--- src/owrs_pkg.sv ---
// Shared types and constants for the 1-Wire ROM search sequencer.
`default_nettype none

package owrs_pkg;

    // ROM code geometry
    localparam int unsigned ID_BITS   = 64;
    localparam int unsigned CRC_BITS  = ID_BITS - 8;
    localparam int unsigned POS_W     = 7;
    localparam int unsigned SH_W      = 6;
    localparam logic [7:0]  CRC_POLY  = 8'h8C;

    // Request kinds carried on the input word
    typedef enum logic [1:0] {
        REQ_START   = 2'd0,
        REQ_PASS    = 2'd1,
        REQ_TRIPLET = 2'd2,
        REQ_BAD     = 2'd3
    } req_t;

    // Result status codes
    typedef enum logic [2:0] {
        ST_TRIPLET   = 3'd0,
        ST_FOUND     = 3'd1,
        ST_LAST      = 3'd2,
        ST_NO_PRES   = 3'd3,
        ST_BUS_ERR   = 3'd4,
        ST_CRC_ERR   = 3'd5,
        ST_FINISHED  = 3'd6
    } status_t;

    // Search phase
    typedef enum logic [1:0] {
        PH_IDLE  = 2'd0,
        PH_READY = 2'd1,
        PH_PASS  = 2'd2
    } phase_t;

endpackage

`default_nettype wire

--- src/onewire_rom_search.sv ---
// Top level of the 1-Wire ROM search sequencer.
`default_nettype none

// One input word is one request (start, begin pass, or triplet reply) and yields
// exactly one result word. The search state and the result register update together
// at the accepting edge, so a new word is taken every cycle while the result register
// is empty or being drained in that same cycle. The block holds the partial ROM code,
// discrepancy positions, bit position and a bit-serial CRC-8 over the first 56 bits;
// after bit 64 it reports the code found (more follow / last) or a CRC error. Both
// triplet read bits high aborts the search with a bus error.
module onewire_rom_search (
    input  wire logic        aclk,
    input  wire logic        aresetn,
    // input channel
    input  wire logic        s_tvalid,
    output logic             s_tready,
    input  wire logic [7:0]  s_tdata,   // presence, id_bit, complement_bit, dir_taken, pad
    input  wire logic [1:0]  s_tuser,   // req_type
    // result channel
    output logic             m_tvalid,
    input  wire logic        m_tready,
    output logic [71:0]      m_tdata,   // direction, bit_index[6:0], rom_code[63:0]
    output logic [2:0]       m_tuser    // status
);

    localparam int unsigned PW = owrs_pkg::POS_W;
    localparam int unsigned SW = owrs_pkg::SH_W;

    // search state
    logic [owrs_pkg::ID_BITS-1:0] rom_code_reg, rom_code_next;
    logic [PW-1:0]                last_branch_reg, last_branch_next;
    logic [PW-1:0]                branch_marker_reg, branch_marker_next;
    logic [PW-1:0]                bit_position_reg, bit_position_next;
    logic [7:0]                   crc_reg, crc_next;
    owrs_pkg::phase_t             phase_reg, phase_next;

    // result register
    logic                         out_valid_reg;
    logic [2:0]                   out_status_reg, res_status;
    logic                         out_dir_reg, res_dir;
    logic [PW-1:0]                out_idx_reg, res_idx;
    logic [owrs_pkg::ID_BITS-1:0] out_code_reg, res_code;

    // unpacked input word
    owrs_pkg::req_t               req;
    logic                         presence, id_bit, complement_bit, dir_taken;
    logic                         accept;

    // triplet intermediates
    logic [PW-1:0]                pos, pos_inc;
    logic [SW-1:0]                sh;
    logic [owrs_pkg::ID_BITS-1:0] code_upd;
    logic [PW-1:0]                marker_upd;
    logic [7:0]                   crc_upd;
    logic                         last_bit, crc_ok, dir_after_pass, dir_after_trip;

    assign req            = owrs_pkg::req_t'(s_tuser);
    assign presence       = s_tdata[0];
    assign id_bit         = s_tdata[1];
    assign complement_bit = s_tdata[2];
    assign dir_taken      = s_tdata[3];

    // take a word whenever the result slot frees up this cycle
    assign s_tready = !out_valid_reg || m_tready;
    assign accept   = s_tvalid && s_tready;

    // compute the effect of one triplet reply
    always_comb begin
        if (bit_position_reg == '0 || bit_position_reg > PW'(owrs_pkg::ID_BITS)) begin
            pos = PW'(owrs_pkg::ID_BITS);
        end else begin
            pos = bit_position_reg;
        end
        sh      = SW'(pos - PW'(1));
        pos_inc = pos + PW'(1);

        code_upd     = rom_code_reg;
        code_upd[sh] = dir_taken;

        marker_upd = (!id_bit && !complement_bit && !dir_taken) ? pos : branch_marker_reg;

        // one bit of the reflected CRC-8
        crc_upd = crc_reg;
        if (pos <= PW'(owrs_pkg::CRC_BITS)) begin
            crc_upd = {1'b0, crc_reg[7:1]} ^ ((crc_reg[0] ^ dir_taken) ? owrs_pkg::CRC_POLY
                                                                        : 8'h00);
        end

        last_bit = (pos >= PW'(owrs_pkg::ID_BITS));
        crc_ok   = (code_upd[owrs_pkg::ID_BITS-1 -: 8] == crc_upd);

        // direction for the next position: repeat below the branch, 1 at it, 0 above
        if (pos_inc < last_branch_reg) begin
            dir_after_trip = rom_code_reg[SW'(pos)];
        end else begin
            dir_after_trip = (pos_inc == last_branch_reg);
        end
        if (PW'(1) < last_branch_reg) begin
            dir_after_pass = rom_code_reg[0];
        end else begin
            dir_after_pass = (last_branch_reg == PW'(1));
        end
    end

    // next search state
    always_comb begin
        rom_code_next      = rom_code_reg;
        last_branch_next   = last_branch_reg;
        branch_marker_next = branch_marker_reg;
        bit_position_next  = bit_position_reg;
        crc_next           = crc_reg;
        phase_next         = phase_reg;
        case (req)
            owrs_pkg::REQ_START: begin
                rom_code_next      = '0;
                last_branch_next   = '0;
                branch_marker_next = '0;
                bit_position_next  = PW'(1);
                crc_next           = '0;
                phase_next         = owrs_pkg::PH_READY;
            end
            owrs_pkg::REQ_PASS: begin
                if (phase_reg != owrs_pkg::PH_IDLE) begin
                    if (!presence) begin
                        phase_next = owrs_pkg::PH_IDLE;
                    end else begin
                        phase_next         = owrs_pkg::PH_PASS;
                        bit_position_next  = PW'(1);
                        branch_marker_next = '0;
                        crc_next           = '0;
                    end
                end
            end
            owrs_pkg::REQ_TRIPLET: begin
                if (phase_reg == owrs_pkg::PH_PASS) begin
                    if (id_bit && complement_bit) begin
                        phase_next = owrs_pkg::PH_IDLE;
                    end else begin
                        rom_code_next      = code_upd;
                        branch_marker_next = marker_upd;
                        crc_next           = crc_upd;
                        if (last_bit) begin
                            last_branch_next  = marker_upd;
                            bit_position_next = PW'(1);
                            if (!crc_ok || marker_upd == '0) begin
                                phase_next = owrs_pkg::PH_IDLE;
                            end else begin
                                phase_next = owrs_pkg::PH_READY;
                            end
                        end else begin
                            bit_position_next = pos_inc;
                        end
                    end
                end
            end
            default: begin
            end
        endcase
    end

    // result word
    always_comb begin
        res_status = owrs_pkg::ST_FINISHED;
        res_dir    = 1'b0;
        res_idx    = '0;
        res_code   = '0;
        case (req)
            owrs_pkg::REQ_START: begin
                res_status = owrs_pkg::ST_TRIPLET;
            end
            owrs_pkg::REQ_PASS: begin
                if (phase_reg != owrs_pkg::PH_IDLE) begin
                    if (!presence) begin
                        res_status = owrs_pkg::ST_NO_PRES;
                    end else begin
                        res_status = owrs_pkg::ST_TRIPLET;
                        res_dir    = dir_after_pass;
                        res_idx    = PW'(1);
                    end
                end
            end
            owrs_pkg::REQ_TRIPLET: begin
                if (phase_reg == owrs_pkg::PH_PASS) begin
                    if (id_bit && complement_bit) begin
                        res_status = owrs_pkg::ST_BUS_ERR;
                    end else if (last_bit) begin
                        if (!crc_ok) begin
                            res_status = owrs_pkg::ST_CRC_ERR;
                        end else begin
                            res_status = (marker_upd == '0) ? owrs_pkg::ST_LAST
                                                            : owrs_pkg::ST_FOUND;
                            res_code   = code_upd;
                        end
                    end else begin
                        res_status = owrs_pkg::ST_TRIPLET;
                        res_dir    = dir_after_trip;
                        res_idx    = pos_inc;
                    end
                end
            end
            default: begin
            end
        endcase
    end

    // advance search state on each accepted word
    always_ff @(posedge aclk) begin
        if (!aresetn) begin
            rom_code_reg      <= '0;
            last_branch_reg   <= '0;
            branch_marker_reg <= '0;
            bit_position_reg  <= PW'(1);
            crc_reg           <= '0;
            phase_reg         <= owrs_pkg::PH_IDLE;
        end else if (accept) begin
            rom_code_reg      <= rom_code_next;
            last_branch_reg   <= last_branch_next;
            branch_marker_reg <= branch_marker_next;
            bit_position_reg  <= bit_position_next;
            crc_reg           <= crc_next;
            phase_reg         <= phase_next;
        end
    end

    // hold the result until the sink takes it
    always_ff @(posedge aclk) begin
        if (!aresetn) begin
            out_valid_reg <= 1'b0;
        end else if (accept) begin
            out_valid_reg <= 1'b1;
        end else if (m_tready) begin
            out_valid_reg <= 1'b0;
        end
    end

    always_ff @(posedge aclk) begin
        if (accept) begin
            out_status_reg <= res_status;
            out_dir_reg    <= res_dir;
            out_idx_reg    <= res_idx;
            out_code_reg   <= res_code;
        end
    end

    assign m_tvalid = out_valid_reg;
    assign m_tuser  = out_status_reg;
    assign m_tdata  = {out_code_reg, out_idx_reg, out_dir_reg};

endmodule

`default_nettype wire

--- config.mk ---
export PLATFORM = sky130hd
export DESIGN_NAME = onewire_rom_search
export DESIGN_NICKNAME = d
export VERILOG_FILES = /design/src/owrs_pkg.sv /design/src/onewire_rom_search.sv
export SDC_FILE = /design/constraint.sdc
export NUM_CORES = 1
export LEC_CHECK = 0
export BUFFER_PORTS_ARGS = -buffer_cell sky130_fd_sc_hd__buf_2
export CAP_MARGIN = 20
export CELL_PAD_IN_SITES_DETAIL_PLACEMENT = 0
export CELL_PAD_IN_SITES_GLOBAL_PLACEMENT = 1
export CORE_ASPECT_RATIO = 0.75
export CORE_MARGIN = 10
export CORE_UTILIZATION = 40
export DETAILED_ROUTE_END_ITERATION = 7
export PLACE_DENSITY_LB_ADDON = 0.15
export SYNTH_ARGS = -nofsm -noshare
export SYNTH_HDL_FRONTEND = slang
export SYNTH_SLANG_ARGS = --single-unit
export TNS_END_PERCENT = 20
--- constraint.sdc ---
create_clock -name aclk -period 4.98 [get_ports aclk]
set_input_delay 0.498 -clock aclk [delete_from_list [all_inputs] [get_ports aclk]]
set_output_delay 0.498 -clock aclk [all_outputs]
set_load 0.005 [all_outputs]
==> PnR_summary.wiki, run 1 <==
{| class="wikitable"
! Metric !! Value
|-
| Outcome || finished clean
|-
| Remaining antenna violation count after routing || 0
|-
| Number of setup buffers added after CTS || 0
|-
| Die height || 154.0 µm
|-
| Detailed-placement wirelength estimate || 18.54 mm
|-
| Die area || 0.03058 mm²
|-
| Critical Path Max Stage Delay || 0.82 ns
|-
| Port buffer count || 86
|-
| Cell type contributing the most total cell area after synthesis || edfxtp_1
|-
| Util after Layout || 0.4690
|-
| CTS Buffer Depth || 2
|-
| Destination of the worst register-to-register timing path || out_code_reg[51]
|-
| RSZ-0062 raised after global routing || no
|-
| Count of vias placed by the detailed router || 8040
|-
| Antenna diode instance count || 0
|-
| Sequential cell area || 0.004174 mm²
|-
| Number of max-cap violations || 0
|-
| Combined area of the multi-input logic cells || 0.004989 mm²
|-
| Number of placed instances, taps included || 1386
|-
| EDFF count, synth || 75
|-
| Global placement routability congestion || 0.8271
|-
| Yosys top cell area share || 0.2353
|-
| Detailed-route wire length per cell || 20.36 µm
|-
| Commonest cells after routing, fill and taps aside || 135 x o21ai_0, 100 x nor2_1, 99 x nand2_1, 96 x dfxtp_1, 90 x nor2b_1
|-
| Setup violation total in the final timing report || 0
|-
| Share of async-settable or async-resettable flops after synthesis || 0
|-
| Crit path time final || 4.327 ns
|-
| Ys Warns || 0
|-
| I/O pin count || 91
|-
| Area of the core region || 0.02330 mm²
|-
| Worst Setup End Kind || flip-flop
|-
| Ys flop type || dfxtp_1
|-
| Post-Syn Instances || 1045
|-
| Timing-limited maximum frequency || 231.1 MHz
|-
| Data required time of the worst path || 5.24 ns
|-
| Areal power density over the cells || 277.4 mW/mm²
|-
| Clock slew at the register clock pins of the worst setup and hold paths || 0.07 ns
|-
| Wire length of the first global-routing pass || 45.01 mm
|-
| Nets in the synthesized netlist || 1072
|-
| Worst slack on hold paths || 0.3291 ns
|-
| Launching element of the worst setup path || bit_position_reg[6]
|-
| Via count of the first global-routing pass || 7476
|-
| Peak supply drop || 0.2237 mV
|-
| Slowest-stage cell, CP || a211oi_1
|-
| Top cells by area, synth || edfxtp_1 24%, dfxtp_1 20%, o21ai_0 7.1%
|-
| CTS hold repair buffers || 0
|-
| Later-pin clock latency in the skew report || 0.44 ns
|-
| Initial Utilization || 0.4108
|-
| Worst r2r src || bit_position_reg[6]
|-
| Critical path type || flip-flop to flip-flop
|-
| Post-Synthesis Cell Area || 0.009572 mm²
|-
| Path category of the worst min-delay check || input port to flip-flop
|-
| Slack of the worst reg-to-reg path || 0.65 ns
|-
| Worst clock skew on the final layout || 0.01130 ns
|-
| Leakage power summed over all cells || 3.574 nW
|-
| Share of the cycle needed by the critical path after routing || 0.8688
|-
| Number of buffers created by CTS || 17
|-
| Grt total ovfl || 0
|-
| Count of cells along the worst register-to-register path || 15
|-
| Endpoint of the worst setup timing path || out_code_reg[51]
|-
| Tightest slew margin relative to the limit || 0.3386
|-
| Distinct cell type count of the synthesized netlist || 63
|-
| Critical path fanouts, max || 46
|-
| Growth of design area from synthesis to finish || 14.18%
|-
| Maximum number of pins on one net before global-route repair || 97
|-
| Number of standard-cell rows in the floorplan || 48
|-
| Critical path data arrival time || 4.59 ns
|-
| Final layout net count || 1132
|-
| Total track usage || 0.1860
|-
| Clock root buffer master || clkbuf_16
|-
| H-tree levels || 4
|-
| Final routed wirelength across all metal layers || 28.88 mm
|-
| Setup_tns || 0 ns
|-
| Max Slew Vio Count || 0
|-
| Clock tree from TritonCTS || done
|-
| Initial antenna violation count || 0
|-
| Commonest non-fill, non-tap cell in the layout || o21ai_0
|-
| # resized after CTS || 0
|-
| Transition at the pin with the smallest max-transition slack || 0.9900 ns
|-
| Fraction of layout instances using a drive strength above 1 || 0.2120
|-
| Vias/cell || 5.670
|-
| Least setup slack across all paths after layout || 0.6535 ns
|-
| Cell mode on critical path || buf_4
|-
| Count of fill cells added during filler insertion || 2288
|-
| Number of design-rule violations left by the first detailed-router iteration || 711
|-
| Share of synthesized area occupied by flip-flops and latches || 0.4361
|-
| Overall die width || 198.6 µm
|-
| Mean post-synth cell area || 9.160 µm²
|-
| Type of origin of the critical path || flip-flop
|-
| Number of search-and-repair iterations in the first detailed-routing pass || 5
|-
| Final hold viol count || 0
|-
| Register bit total from synthesis || 171
|-
| Remaining DRCs || 0
|-
| Pre-CTS setup slack || 0.7703 ns
|-
| Cell-by-cell trace of the critical path || buf_4, nor2b_2, inv_4, ha_1, or3b_2, a211oi_1, a2111oi_1, buf_4, mux2i_1, xnor2_1, nand4_1, nor4_4, nand2_4, buf_12, a21oi_2
|-
| Total clock sinks || 171
|-
| Final instance count without filler cells || 1418
|}
-- metrics by stage --
step	cell area, µm²	power [mW]
floorplan	9572	1.615
global placement	10330	1.680
detailed placement	10330	1.681
CTS	10930	3.057
global route	10930	3.141
finish	10930	3.032
-- kinds of logic (layout without fill, tap and decap cells) --
| family | after synthesis | count (layout) | share of synthesized area |
|---|---|---|---|
| simple gates | 375 | 375 | 0.1933 |
| compound gates | 325 | 325 | 0.2255 |
| flops | 171 | 171 | 0.4361 |
| buf+inv | 98 | 171 | 0.04431 |
| xor+xnor | 14 | 14 | 0.01281 |
| mux | 49 | 49 | 0.07098 |
| fa+ha+maj | 13 | 13 | 0.01699 |
-- cell usage after synthesis (all sizes together), types with 3 or more instances --
library cell and instances:
a2111oi 5, mux2i 33, xnor2 12, buf 11, inv 18, a31oi 3, a21boi 13, or3 5
clkbuf 69, ha 13, and2 14, nand4 5, edfxtp 75, mux4 15, nand3 21, or2 3
o21a 6, nor2 100, nand2 100, nand2b 10, and3 6, nor3 11, a21oi 67, dfxtp 96
nor2b 91, o21ai 135, a211oi 7, o211ai 4, a22oi 68
-- routing by layer --
layer	vias up	wire, µm	global-route usage	part of all wire
li1	3890	-	-	-
met1	3907	14850	0.2855	0.51
met2	225	12230	0.2622	0.42
met3	18	1553	0.03337	0.054
met4	0	236	0.03733	0.0082
met5	-	0	0	0
-- critical path: cells and delay by family (launching register included) --
| family | cells | cell delay, ns |
|---|---|---|
| and+or+nand+nor | 5 | 1.26 |
| adders and majority gates | 1 | 0.18 |
| xor gates and xnor gates | 1 | 0.17 |
| muxes | 1 | 0.26 |
| buffers and inverters | 4 | 0.73 |
| AOI/OAI and AO/OA | 3 | 1.16 |
| DFF | 1 | 0.33 |
-- area by class of cell --
class | count | area share
Sequential cell | 171 | 0.3819
Multi-Input combinational cell | 776 | 0.4564
Timing Repair Buffer | 121 | 0.06594
Clock inverter | 14 | 0.01465
Clock buffer | 18 | 0.04018
Inverter | 18 | 0.006525
Tap cell | 300 | 0.03434
-- worst min-delay path by stage --
stage	startpoint	to	slack, ns	depth (start not counted)
global placement	rom_code_reg[62]	rom_code_reg[62]	0.47	2
global route	s_tvalid	m_tvalid	0.33	3
finish	s_tvalid	m_tvalid	0.33	3
floorplan	rom_code_reg[58]	rom_code_reg[58]	0.45	2
detailed placement	rom_code_reg[60]	rom_code_reg[60]	0.48	2
CTS	s_tvalid	m_tvalid	0.31	3
-- power by group --
| group | switching, mW | total [mW] | internal [mW] |
|---|---|---|---|
| Sequential | 0.00807 | 1.50 | 1.49 |
| Clock | 0.618 | 1.38 | 0.766 |
| Combinational | 0.0958 | 0.149 | 0.0536 |
| Total | 0.722 | 3.03 | 2.31 |
Power figures use the tool's default switching activity.
==> inputs of run 2 (changes only) <==
--- a/config.mk
+++ b/config.mk
@@ -5,7 +5,7 @@
 export SDC_FILE = /design/constraint.sdc
 export NUM_CORES = 1
 export LEC_CHECK = 0
-export BUFFER_PORTS_ARGS = -buffer_cell sky130_fd_sc_hd__buf_2
+export BUFFER_PORTS_ARGS = -buffer_cell sky130_fd_sc_hd__buf_4
 export CAP_MARGIN = 20
 export CELL_PAD_IN_SITES_DETAIL_PLACEMENT = 0
 export CELL_PAD_IN_SITES_GLOBAL_PLACEMENT = 1
==> PnR_summary.wiki, run 2 (synthesis results as in run 1) <==
{| class="wikitable"
! Metric !! Value
|-
| Outcome || finished clean (unchanged)
|-
| Clock root buffer master || clkbuf_16 (unchanged)
|-
| Slowest-stage cell, CP || a211oi_1 (unchanged)
|-
| Crit path time final || 4.451 ns (was 4.327 ns)
|-
| Count of cells along the worst register-to-register path || 14 (was 15)
|-
| Remaining antenna violation count after routing || 0 (unchanged)
|-
| Worst Setup End Kind || flip-flop (unchanged)
|-
| Switching power || 0.7095 mW (was 0.7217 mW)
|-
| # resized after CTS || 0 (unchanged)
|-
| Cell-by-cell trace of the critical path || inv_1, nand2_1, ha_1, or3b_2, a211oi_1, a2111oi_1, buf_4, mux2i_1, xnor2_1, nand4_1, nor4_4, nand2_4, buf_12, a21oi_2 (was buf_4, nor2b_2, inv_4, ha_1, or3b_2, a211oi_1, a2111oi_1, buf_4, mux2i_1, xnor2_1, nand4_1, nor4_4, nand2_4, buf_12, a21oi_2)
|-
| Initial Utilization || 0.4108 (unchanged)
|-
| Antenna diode instance count || 0 (unchanged)
|-
| Critical Path Max Stage Delay || 0.82 ns (about the same)
|-
| Later-pin clock latency in the skew report || 0.44 ns (about the same)
|-
| Die height || 154.0 µm (unchanged)
|-
| Area of the core region || 0.02330 mm² (unchanged)
|-
| Count of vias placed by the detailed router || 8012 (was 8040)
|-
| Slack of the worst reg-to-reg path || 0.53 ns (was 0.65 ns)
|-
| CTS Buffer Depth || 2 (unchanged)
|-
| Share of total power consumed by net switching || 0.2382 (was 0.2381)
|-
| Path category of the worst min-delay check || input port to flip-flop (unchanged)
|-
| Fraction of power consumed by sequential logic || 0.504 (was 0.494)
|-
| Growth of design area from synthesis to finish || 15.76% (was 14.18%)
|-
| Maximum number of pins on one net before global-route repair || 97 (unchanged)
|-
| Startpoint of the worst hold path || s_tvalid (unchanged)
|-
| I/O pin count || 91 (unchanged)
|-
| Max Slew Vio Count || 0 (unchanged)
|-
| Grt total ovfl || 0 (unchanged)
|-
| Share of the cycle needed by the critical path after routing || 0.8938 (was 0.8688)
|-
| Detailed-route wire length per cell || 20.24 µm (was 20.36 µm)
|-
| Clock share of power || 0.441 (was 0.457)
|-
| Kind of cell with the highest combined delay on the critical path || simple AND/OR/NAND/NOR gates (unchanged)
|-
| Number of search-and-repair iterations in the first detailed-routing pass || 5 (unchanged)
|-
| Fraction of layout instances using a drive strength above 1 || 0.2088 (was 0.2120)
|-
| Critical path fanouts, max || 45 (was 46)
|-
| Timing-limited maximum frequency || 224.7 MHz (was 231.1 MHz)
|-
| Vias/cell || 5.658 (was 5.670)
|-
| Tightest slew margin relative to the limit || 0.3489 (was 0.3386)
|-
| Critical path type || flip-flop to flip-flop (unchanged)
|-
| Data required time of the worst path || 5.25 ns (was 5.24 ns)
|-
| RSZ-0062 raised after global routing || no (unchanged)
|-
| Initial antenna violation count || 1 (was 0)
|-
| Via count of the first global-routing pass || 7644 (was 7476)
|-
| Areal power density over the cells || 268.8 mW/mm² (was 277.4 mW/mm²)
|-
| Overall die width || 198.6 µm (unchanged)
|-
| Die area || 0.03058 mm² (unchanged)
|-
| Commonest non-fill, non-tap cell in the layout || o21ai_0 (unchanged)
|-
| Destination of the worst register-to-register timing path || out_code_reg[45] (was out_code_reg[51])
|-
| Transition at the pin with the smallest max-transition slack || 0.9520 ns (was 0.9900 ns)
|-
| Wire length of the first global-routing pass || 45.50 mm (was 45.01 mm)
|-
| Port buffer count || 86 (unchanged)
|-
| Worst clock skew on the final layout || 0.01750 ns (was 0.01130 ns)
|-
| Clock tree from TritonCTS || done (unchanged)
|-
| Setup violation total in the final timing report || 0 (unchanged)
|-
| H-tree levels || 4 (unchanged)
|-
| Number of max-cap violations || 0 (unchanged)
|-
| Util after Layout || 0.4755 (was 0.4690)
|-
| Type of origin of the critical path || flip-flop (unchanged)
|-
| Number of setup buffers added after CTS || 0 (unchanged)
|-
| Number of standard-cell rows in the floorplan || 48 (unchanged)
|-
| Number of buffers created by CTS || 17 (unchanged)
|-
| Leakage power summed over all cells || 3.585 nW (was 3.574 nW)
|-
| Count of buffer and inverter cells on the critical path || 3 (was 4)
|-
| Detailed-placement wirelength estimate || 18.38 mm (was 18.54 mm)
|-
| Clock slew at the register clock pins of the worst setup and hold paths || 0.07 ns (about the same)
|-
| Commonest cells after routing, fill and taps aside || 135 x o21ai_0, 118 x buf_4, 100 x nor2_1, 99 x nand2_1, 96 x dfxtp_1 (was 135 x o21ai_0, 100 x nor2_1, 99 x nand2_1, 96 x dfxtp_1, 90 x nor2b_1)
|-
| Final hold viol count || 0 (unchanged)
|-
| Global placement routability congestion || 0.8491 (was 0.8271)
|-
| Hold worst-path end || m_tvalid (unchanged)
|-
| Final layout net count || 1130 (was 1132)
|-
| Peak supply drop || 0.2289 mV (was 0.2237 mV)
|-
| Remaining DRCs || 0 (unchanged)
|-
| Total track usage || 0.1885 (was 0.1860)
|-
| Combinational cell fraction of total power || 0.055 (was 0.049)
|-
| Final routed wirelength across all metal layers || 28.65 mm (was 28.88 mm)
|-
| Worst r2r src || bit_position_reg[6] (unchanged)
|-
| Cell internal power dissipation || 2.269 mW (was 2.310 mW)
|-
| CTS hold repair buffers || 0 (unchanged)
|-
| Critical path data arrival time || 4.73 ns (was 4.59 ns)
|-
| Hold Path Cell Cnt || 3 (unchanged)
|-
| Total clock sinks || 171 (unchanged)
|-
| Number of design-rule violations left by the first detailed-router iteration || 688 (was 711)
|-
| Setup_tns || 0 ns (unchanged)
|}
run 2: how the worst max path moves through the flow:
stage	from	endpoint	cells past startpoint
final	bit_position_reg[6]	out_code_reg[45]	14
after global routing	bit_position_reg[6]	out_code_reg[45]	14
after CTS	bit_position_reg[6]	out_code_reg[45]	14
after detailed placement	bit_position_reg[6]	out_code_reg[13]	14
after global placement	bit_position_reg[6]	out_code_reg[13]	14
after floorplan	bit_position_reg[6]	out_code_reg[63]	18
run 2: area by class of cell:
| cell class | count | area, µm² |
|---|---|---|
| Clock inverter | 11 | 112.6 |
| Inverter | 18 | 71.32 |
| Timing Repair Buffer | 119 | 905.9 |
| Multi-Input combinational cell | 776 | 4991 |
| Clock buffer | 21 | 450.4 |
| Sequential cell | 171 | 4174 |
| Tap cell | 300 | 375.4 |
| Fill cell | 2285 | 12220 |
run 2: through the flow:
stage | setup slack [ns] | instances | total power [mW] | hold slack [ns] | instance area [µm²]
floorplan | 0.6584 | 1045 | 1.615 | 0.4502 | 9572
global placement | 0.5914 | 1384 | 1.697 | 0.4745 | 10520
CTS | 0.5673 | 1416 | 3.010 | 0.3102 | 11080
detailed placement | 0.6330 | 1384 | 1.698 | 0.4871 | 10520
global route | 0.1613 | 1416 | 3.088 | 0.3367 | 11080
finish | 0.5291 | 1416 | 2.978 | 0.3357 | 11080
run 2: layer usage:
metal  track usage  up-vias  wire (µm)
met1        0.2818     3837      14540
li1              -     3880          -
met5             0        -          8
met4       0.04277        2        333
met2        0.2690      262      12020
met3       0.03839       31       1752
run 2: worst reg2reg max path, delay by kind of cell, from the launching register on:
family	cells	cell delay, ns
compound gates	3	1.23
xor+xnor	1	0.17
fa+ha+maj	1	0.22
buf+inv	3	0.54
flops	1	0.44
mux	1	0.26
simple gates	5	1.44
run 2: power by group through the flow:
| stage | clock [mW] | sequential, mW | combinational [mW] |
|---|---|---|---|
| 2_1_floorplan | 0 | 1.54 | 0.0787 |
| 3_3_place_gp | 0 | 1.53 | 0.165 |
| 3_5_place_dp | 0 | 1.53 | 0.166 |
| 4_1_cts | 1.34 | 1.50 | 0.167 |
| 5_1_grt | 1.40 | 1.50 | 0.180 |
| 6_report | 1.31 | 1.50 | 0.163 |
